### config.mk
export PLATFORM = sky130hd
export DESIGN_NAME = bba_ctrl
export DESIGN_NICKNAME = d
export VERILOG_FILES = /design/src/bba_pkg.sv /design/src/bba_ctrl.sv
export SDC_FILE = /design/constraint.sdc
export NUM_CORES = 1
export LEC_CHECK = 0
export ABC_AREA = 1
export BUFFER_PORTS_ARGS = -buffer_cell sky130_fd_sc_hd__buf_2
export CAP_MARGIN = 40
export CORE_ASPECT_RATIO = 0.9
export CORE_MARGIN = 2
export CORE_UTILIZATION = 49
export CTS_CLUSTER_DIAMETER = 40
export DETAILED_ROUTE_END_ITERATION = 7
export GPL_ROUTABILITY_DRIVEN = 0
export HOLD_SLACK_MARGIN = 0.02
export PLACE_DENSITY = 0.8
export SLEW_MARGIN = 5
export SYNTH_ARGS = -nofsm -noshare
export SYNTH_HDL_FRONTEND = slang
export SYNTH_SLANG_ARGS = --single-unit
### constraint.sdc
create_clock -name aclk -period 1.38 [get_ports aclk]
set_input_delay 0.138 -clock aclk [delete_from_list [all_inputs] [get_ports aclk]]
set_output_delay 0.138 -clock aclk [all_outputs]
set_load 0.01 [all_outputs]
### src/bba_pkg.sv
// Shared constants, types and helper function of the buddy block allocator.
package bba_pkg;

    localparam int TABLE_DEPTH = 16384;
    localparam int TOP_LEVEL   = 40;
    localparam int ADDR_BITS   = 48;
    localparam int LEN_W       = 48;
    localparam int IDX_W       = $clog2(TABLE_DEPTH);
    localparam int LINK_W      = IDX_W + 1;
    localparam int LV_W        = 6;
    localparam int MIN_BLOCK   = 4096;
    localparam int MIN_LEVEL   = 12;

    localparam int MK_FREE  = 0;
    localparam int MK_SPLIT = 1;
    localparam int MK_WAS   = 2;
    localparam int MK_RIGHT = 3;

    localparam logic [1:0] OP_ADD   = 2'd0;
    localparam logic [1:0] OP_ALLOC = 2'd1;
    localparam logic [1:0] OP_FREE  = 2'd2;

    localparam logic [1:0] ST_OK       = 2'd0;
    localparam logic [1:0] ST_NO_MEM   = 2'd1;
    localparam logic [1:0] ST_NOT_FOUND = 2'd2;
    localparam logic [1:0] ST_FULL     = 2'd3;

    typedef logic [4:0] cmd_t;

    localparam cmd_t C_NOP   = 5'd0;
    localparam cmd_t C_LOAD  = 5'd1;
    localparam cmd_t C_LVDEC = 5'd2;
    localparam cmd_t C_PUT   = 5'd3;
    localparam cmd_t C_SRD   = 5'd4;
    localparam cmd_t C_SEV   = 5'd5;
    localparam cmd_t C_PRD   = 5'd6;
    localparam cmd_t C_PHOLD = 5'd7;
    localparam cmd_t C_PUTL  = 5'd8;
    localparam cmd_t C_PUTR  = 5'd9;
    localparam cmd_t C_MARKP = 5'd10;
    localparam cmd_t C_RSEV  = 5'd11;
    localparam cmd_t C_TWRD  = 5'd12;
    localparam cmd_t C_TWW   = 5'd13;
    localparam cmd_t C_ADONE = 5'd14;
    localparam cmd_t C_FSET  = 5'd15;
    localparam cmd_t C_CEV   = 5'd16;
    localparam cmd_t C_TRD   = 5'd17;
    localparam cmd_t C_TEV   = 5'd18;
    localparam cmd_t C_WC    = 5'd19;
    localparam cmd_t C_WT    = 5'd20;
    localparam cmd_t C_WP    = 5'd21;
    localparam cmd_t C_ENOM  = 5'd22;
    localparam cmd_t C_EADR  = 5'd23;
    localparam cmd_t C_EFUL  = 5'd24;
    localparam cmd_t C_EMIT  = 5'd25;

    typedef struct packed {
        logic [ADDR_BITS-1:0] addr;
        logic [LV_W-1:0]      level;
        logic [3:0]           marks;
        logic [LINK_W-1:0]    parent;
        logic [LINK_W-1:0]    twin;
    } node_t;

    typedef struct packed {
        logic [1:0] op;
        logic       len_gt;
        logic       lv_fits;
        logic       full;
        logic       k_end;
        logic       scan_stop;
        logic       found;
        logic       brk;
        logic       no_split;
        logic       was;
        logic       room;
        logic       rs_hit;
        logic       tw_ok;
        logic       parent_ok;
        logic       mg_c_ok;
        logic       mg_t_ok;
        logic       pp_ok;
        logic       out_free;
    } dp_stat_t;

    function automatic logic [ADDR_BITS-1:0] lvl_size(input logic [LV_W-1:0] lv);
        lvl_size = (lv < LV_W'(ADDR_BITS)) ? (ADDR_BITS'(1) << lv) : '0;
    endfunction

endpackage

### src/bba_ctrl.sv
// Operation sequencer of the buddy block allocator.
module bba_ctrl import bba_pkg::*; (
    input  logic     aclk,
    input  logic     aresetn,
    input  logic     s_tvalid,
    output logic     s_tready,
    input  dp_stat_t stat,
    output cmd_t     cmd
);

    localparam logic [4:0] S_IDLE  = 5'd0;
    localparam logic [4:0] S_DISP  = 5'd1;
    localparam logic [4:0] S_ACHK  = 5'd2;
    localparam logic [4:0] S_ALV   = 5'd3;
    localparam logic [4:0] S_APUT  = 5'd4;
    localparam logic [4:0] S_SRD   = 5'd5;
    localparam logic [4:0] S_SEV   = 5'd6;
    localparam logic [4:0] S_SEND  = 5'd7;
    localparam logic [4:0] S_SPRD  = 5'd8;
    localparam logic [4:0] S_SPEV  = 5'd9;
    localparam logic [4:0] S_PUTL  = 5'd10;
    localparam logic [4:0] S_PUTR  = 5'd11;
    localparam logic [4:0] S_MARKP = 5'd12;
    localparam logic [4:0] S_RSRD  = 5'd13;
    localparam logic [4:0] S_RSEV  = 5'd14;
    localparam logic [4:0] S_RSTW  = 5'd15;
    localparam logic [4:0] S_RSTWW = 5'd16;
    localparam logic [4:0] S_ADONE = 5'd17;
    localparam logic [4:0] S_FRRD  = 5'd18;
    localparam logic [4:0] S_FRSET = 5'd19;
    localparam logic [4:0] S_MRDC  = 5'd20;
    localparam logic [4:0] S_MEVC  = 5'd21;
    localparam logic [4:0] S_MRDT  = 5'd22;
    localparam logic [4:0] S_MEVT  = 5'd23;
    localparam logic [4:0] S_MWC   = 5'd24;
    localparam logic [4:0] S_MWT   = 5'd25;
    localparam logic [4:0] S_MWP   = 5'd26;
    localparam logic [4:0] S_ENOM  = 5'd27;
    localparam logic [4:0] S_EADR  = 5'd28;
    localparam logic [4:0] S_EFUL  = 5'd29;
    localparam logic [4:0] S_FIN   = 5'd30;

    logic [4:0] state_reg, state_next;

    assign s_tready = (state_reg == S_IDLE);

    always_ff @(posedge aclk) begin
        if (!aresetn) begin
            state_reg <= S_IDLE;
        end else begin
            state_reg <= state_next;
        end
    end

    always_comb begin
        state_next = state_reg;
        cmd        = C_NOP;
        case (state_reg)
            S_IDLE: begin
                if (s_tvalid) begin
                    cmd        = C_LOAD;
                    state_next = S_DISP;
                end
            end
            S_DISP: begin
                unique case (stat.op)
                    OP_ADD:   state_next = S_ACHK;
                    OP_ALLOC: state_next = S_SRD;
                    OP_FREE:  state_next = S_SRD;
                    default:  state_next = S_FIN;
                endcase
            end
            S_ACHK: state_next = stat.len_gt ? S_ALV : S_FIN;
            S_ALV: begin
                cmd        = C_LVDEC;
                state_next = stat.lv_fits ? S_APUT : S_ALV;
            end
            S_APUT: begin
                cmd        = C_PUT;
                state_next = stat.full ? S_FIN : S_ACHK;
            end
            S_SRD: begin
                cmd        = C_SRD;
                state_next = stat.k_end ? S_SEND : S_SEV;
            end
            S_SEV: begin
                cmd        = C_SEV;
                state_next = stat.scan_stop ? S_SEND : S_SRD;
            end
            S_SEND: begin
                if (stat.op == OP_ALLOC) begin
                    state_next = stat.found ? S_SPRD : S_ENOM;
                end else begin
                    state_next = stat.found ? S_FRRD : S_EADR;
                end
            end
            S_SPRD: begin
                cmd        = C_PRD;
                state_next = S_SPEV;
            end
            S_SPEV: begin
                cmd = C_PHOLD;
                priority if (stat.brk || stat.no_split) begin
                    state_next = S_ADONE;
                end else if (stat.was) begin
                    state_next = S_RSRD;
                end else if (stat.room) begin
                    state_next = S_PUTL;
                end else begin
                    state_next = S_EFUL;
                end
            end
            S_PUTL: begin
                cmd        = C_PUTL;
                state_next = S_PUTR;
            end
            S_PUTR: begin
                cmd        = C_PUTR;
                state_next = S_MARKP;
            end
            S_MARKP: begin
                cmd        = C_MARKP;
                state_next = S_SPRD;
            end
            S_RSRD: begin
                cmd        = C_SRD;
                state_next = stat.k_end ? S_ADONE : S_RSEV;
            end
            S_RSEV: begin
                cmd        = C_RSEV;
                state_next = stat.rs_hit ? S_RSTW : S_RSRD;
            end
            S_RSTW: begin
                cmd        = C_TWRD;
                state_next = stat.tw_ok ? S_RSTWW : S_MARKP;
            end
            S_RSTWW: begin
                cmd        = C_TWW;
                state_next = S_MARKP;
            end
            S_ADONE: begin
                cmd        = C_ADONE;
                state_next = S_FIN;
            end
            S_FRRD: begin
                cmd        = C_PRD;
                state_next = S_FRSET;
            end
            S_FRSET: begin
                cmd        = C_FSET;
                state_next = stat.parent_ok ? S_MRDC : S_FIN;
            end
            S_MRDC: begin
                cmd        = C_PRD;
                state_next = S_MEVC;
            end
            S_MEVC: begin
                cmd        = C_CEV;
                state_next = stat.mg_c_ok ? S_MRDT : S_FIN;
            end
            S_MRDT: begin
                cmd        = C_TRD;
                state_next = S_MEVT;
            end
            S_MEVT: begin
                cmd        = C_TEV;
                state_next = stat.mg_t_ok ? S_MWC : S_FIN;
            end
            S_MWC: begin
                cmd        = C_WC;
                state_next = S_MWT;
            end
            S_MWT: begin
                cmd        = C_WT;
                state_next = S_MWP;
            end
            S_MWP: begin
                cmd        = C_WP;
                state_next = stat.pp_ok ? S_MRDC : S_FIN;
            end
            S_ENOM: begin
                cmd        = C_ENOM;
                state_next = S_FIN;
            end
            S_EADR: begin
                cmd        = C_EADR;
                state_next = S_FIN;
            end
            S_EFUL: begin
                cmd        = C_EFUL;
                state_next = S_FIN;
            end
            S_FIN: begin
                cmd = C_EMIT;
                if (stat.out_free) begin
                    state_next = S_IDLE;
                end
            end
            default: state_next = S_IDLE;
        endcase
    end

endmodule

[Word-level counts from Yosys, hierarchy flattened]
Cells that the tools add are included.
Operators by class
  eq/ne operators: 34
  mux-type cells: 24
  reductions and logical operators: 9
Operator list (count)
  5-bit case mux with 27 select lines: 1
  5-bit case mux with 25 select lines: 1
  5-bit == test (second input constant): 15
  5-bit two-way mux: 11
  5-bit by 4-bit == test with 1-bit output (second input constant): 8
  5-bit by 3-bit == test with 1-bit output (second input constant): 4
  4-bit two-way mux: 4
  5-bit by 2-bit == test with 1-bit output (second input constant): 2
  5-bit case mux with 2 select lines: 1
  3-bit two-way mux: 2
  2-bit OR reduction: 3
  5-bit by 1-bit == test with 1-bit output (second input constant): 1
  5-bit logical NOT: 1
  2-bit two-way mux: 2
  2-bit != test (second input constant): 2
  4-bit OR reduction: 1
  3-bit OR reduction: 1
  2-bit by 1-bit == test with 1-bit output (second input constant): 1
  2-bit == test (second input constant): 1
  2-bit logical NOT: 1
  1-bit two-way mux: 2
  2-bit AND reduction: 1
  1-bit logical OR: 1
Storage, ports and cells
  register bits after elaboration: 5
  input port bits: 22
  output and inout bits: 6
  word-level logic and storage cells: 68

[Longest topological paths before layout]
  depth after elaboration: 4
  depth in mapped cells: 13
  depth with buffers taken out: 12

[Least setup slack after synthesis]
OpenSTA, ideal clock, no wires.
  path type: reg-to-output
  start point: reg state_reg[4]
  end point: out cmd[0]
  arrival time: 1.281 ns
  data required time: 1.242 ns
  setup slack: -0.039 ns
  stages on the path, launching flop included: 8
  buffers on the path: 2
  cells stage by stage: dfxtp_1 -> inv_2 -> buf_4 -> buf_6 -> nand3_1 -> o21ai_1 -> nor4_1 -> nand3_1
Between the ends
  longest elaborated chain between the ends: 3
  elaborated cells on any way between the ends: 31
  classes of those cells: eq/ne: 27; mux: 1; reduce/logical: 3
Ends and longest elaborated chain
  start, declared: line bba_ctrl.sv:43  | logic [4:0] state_reg, state_next;
  start signal, assigned: line bba_ctrl.sv:51  | state_reg <= state_next;
  5-bit == test, or another cell as far along: line bba_ctrl.sv:58  | case (state_reg)
  3-bit OR reduction (no line) or 2-bit OR reduction (tied branches)
  5-bit case mux with 25 select lines (*): line bba_ctrl.sv:58
  end, declared: line bba_ctrl.sv:8  | output cmd_t cmd
Every way passes the cells marked *; elsewhere a longest branch is shown, timed or not.

[Worst setup path in the final report]
  start point: reg state_reg[2]
  end point: out cmd[1]
The elaborated chain is that of the path after synthesis.

==> results.toml <==
[status]
status = "complete, but fails checks"
violations = "setup timing"

[final_layout]
nets = 337
final_area_mm2 = 0.002032
area_growth_pct = 70.23
antennaDiodeCount = 0
largest_register_ff_count = 5
drive_gt1_share_pct = 51.79
n_fill_cell = 108
fin_util_pct = 90.63
stdcell_count = 334

[worst_setup_path]
r2r_cells = 11
crit_buf_inv = 2
cp_max_fo = 5
worstReg2RegStart = "state_reg[1]"
startpoint_type = "register"
crit_type = "register to output port"
crit_family = "simple AND/OR/NAND/NOR gates"
cp.required_ns = 1.24
arrival_ns = 1.70
reg2reg_slack_ns = -0.36
reg2reg_to = "state_reg[3]"
critPathMaxStageDelay_ns = 0.38
crit_chain = "buf_6 > nor2_4 > nand3_2 > nand2_2 > nor2_2 > and3_4 > nand4_1 > buf_2"
slowest_stage = "dfxtp_4"
endpoint_kind = "output port"

[power]
power_leakage_nw = 1.204
p_per_area_mw_per_mm2 = 1497
irDropWorstVdd_mv = 1.672

[synthesis]
synth_ff_type = "dfxtp_1"
netlist_area_mm2 = 0.001194
ys_ff_latch = 5
synth.net_count = 258
synth-seq-area-share_pct = 8.386
synth.largest_area_cell = "nand2_1"
synth_commonest_cells = "nand2_1, nand3_1, inv_1"
synthCells = 229
synth.area.top_cells = "nand2_1, nand3_1, inv_1, nor2_1, dfxtp_1"
synth_most_common_cell = "nand2_1"
async_flop_share_pct = 0
yosysTopAreaCellShare_pct = 20.44
yosysWarnings = 0
synth_edf_count = 0
avgSynthCellArea_um2 = 5.212
netlist-cell-type-count = 25

[placed_design]
dpl.cell_count = 310
io_buffers = 27
post-dp-hpwl_um = 3116
pre_cts_slack_ns = -0.2224
place_area_mm2 = 0.001589

[floorplan]
fp-row-count = 16
die_w_um = 56.03
dieArea_mm2 = 0.002847
die_h_um = 50.83
ios = 28
core_area_mm2 = 0.002242
start_util_pct = 53.24

[timing]
grt_setup_unrepaired = "true"
slew_headroom_pct = 78.67
fin_setup_tns_ns = -3.809
max_freq_mhz = 543.9
period_needed_ns = 1.839
hold_violations = 0
setup_viol_count_final = 11
slew_viol_final = 0
worst-slew-pin-transition_ns = 0.3192
post-route-period-util_pct = 133.2
finalWorstSetupSlack_ns = -0.4585
fin_skew_ns = 0.003892

[route]
wl_per_cell_um = 20.00
drt_iter0_markers = 344
via_count = 2177
routed_wl_um = 6679
vias_per_cell = 6.518
first_pass_iters = 6
ant_nets = 0
drcViolationCount = 0

[grt]
antenna_found_initial = 0
grt_pass1_wl_um = 7555
grt.total_usage_pct = 33.64
grt_overflow_total = 0
grt_max_degree = 11
grt_pass1_vias = 1660

[clock_network]
numCtsBuffers = 3
cts_buffer_depth = 2
clock_sinks = 5
htreeDepth = 1
cts_tree = "yes"
cts.clk_slew.worst_paths_ns = 0.04
cts_root_buf = "clkbuf_4"
clock_latency_ns = 0.25

[run]
cap_violations = 0

[min_path]
hp-class = "primary input to register"
hold_end = "state_reg[3]"
hold_start = "aresetn"
min_path_cells = 3
routing by layer:
| metal | wire length (um) | vias to the layer above | global-route usage [%] |
|---|---|---|---|
| met5 | 0 | - | 0 |
| met4 | 728 | 0 | 14.29 |
| met3 | 824 | 94 | 6.076 |
| met2 | 2833 | 234 | 55.29 |
| met1 | 2292 | 958 | 43.40 |
| li1 | - | 891 | - |
through the flow:
stage	power (W)	hold WS, ns
after floorplan	0.001264	0.2356
after global placement	0.001903	0.3819
after detailed placement	0.001932	0.3857
after CTS	0.002325	0.1411
after global routing	0.003146	0.1594
final	0.003042	0.1481
cells by family after synthesis:
group / synth area share (%)
DFF: 8.386
adders and majority gates: 7.337
and+or+nand+nor: 66.46
AOI/OAI and AO/OA: 2.515
buffers and inverters: 15.30
report_power, final:
group | total [W] | internal [W] | switching [W]
logic | 0.00251 | 0.00108 | 0.00144
clock network | 0.000181 | 0.000110 | 0.0000710
registers | 0.000348 | 0.000218 | 0.000129
total | 0.00304 | 0.00141 | 0.00164
cells in the final DEF (no fill, tap or decap), drive strengths merged:
cell,n
buf,77
nand2,70
nor2,40
inv,37
nand3,36
nand4,11
ha,7
nor3,6
dfxtp,5
clkbuf,4
and3,3
o21ai,3
a21oi,3
nand3b,2
clkinv,1
nor4,1
or2,1
what timing repair did:
item | in CTS | in global routing
setup buffers | 5 | 13
resized for setup | 35 | 44
cloned | 1 | 1
pin swaps | 10 | 25
endpoints found under the setup margin | 11 | 11
hold buffers | 0 | 0
cell type report:
type / count / area (um^2) / area share [%]
multi-input combinational: 183 / 1142 / 56.22
inverter: 38 / 152.6 / 7.512
timing repair buffer: 77 / 558.0 / 27.46
sequential: 5 / 118.9 / 5.850
clock buffer: 4 / 26.28 / 1.293
tap: 27 / 33.78 / 1.663
worst reg2reg max path: stages (launching register included):
cell and delay [ns]:
dfxtp_4 0.45, inv_4 0.06, buf_4 0.14, buf_4 0.13
nand3_1 0.14, nand3_1 0.15, nor2_2 0.15, nand2_1 0.09
nor2_1 0.13, nand3_1 0.09, nand2_1 0.06, inv_1 0.03
how the worst max path moves through the flow:
stage                      start      endpoint  cells after the start
floorplan           state_reg[4]        cmd[0]                      7
global placement    state_reg[2]  state_reg[0]                      6
detailed placement  state_reg[2]        cmd[1]                      6
CTS                 state_reg[4]        cmd[2]                      9
global route        state_reg[1]  state_reg[3]                     11
finish              state_reg[2]        cmd[1]                      8
No activity file was read; power rests on OpenSTA's default activity.
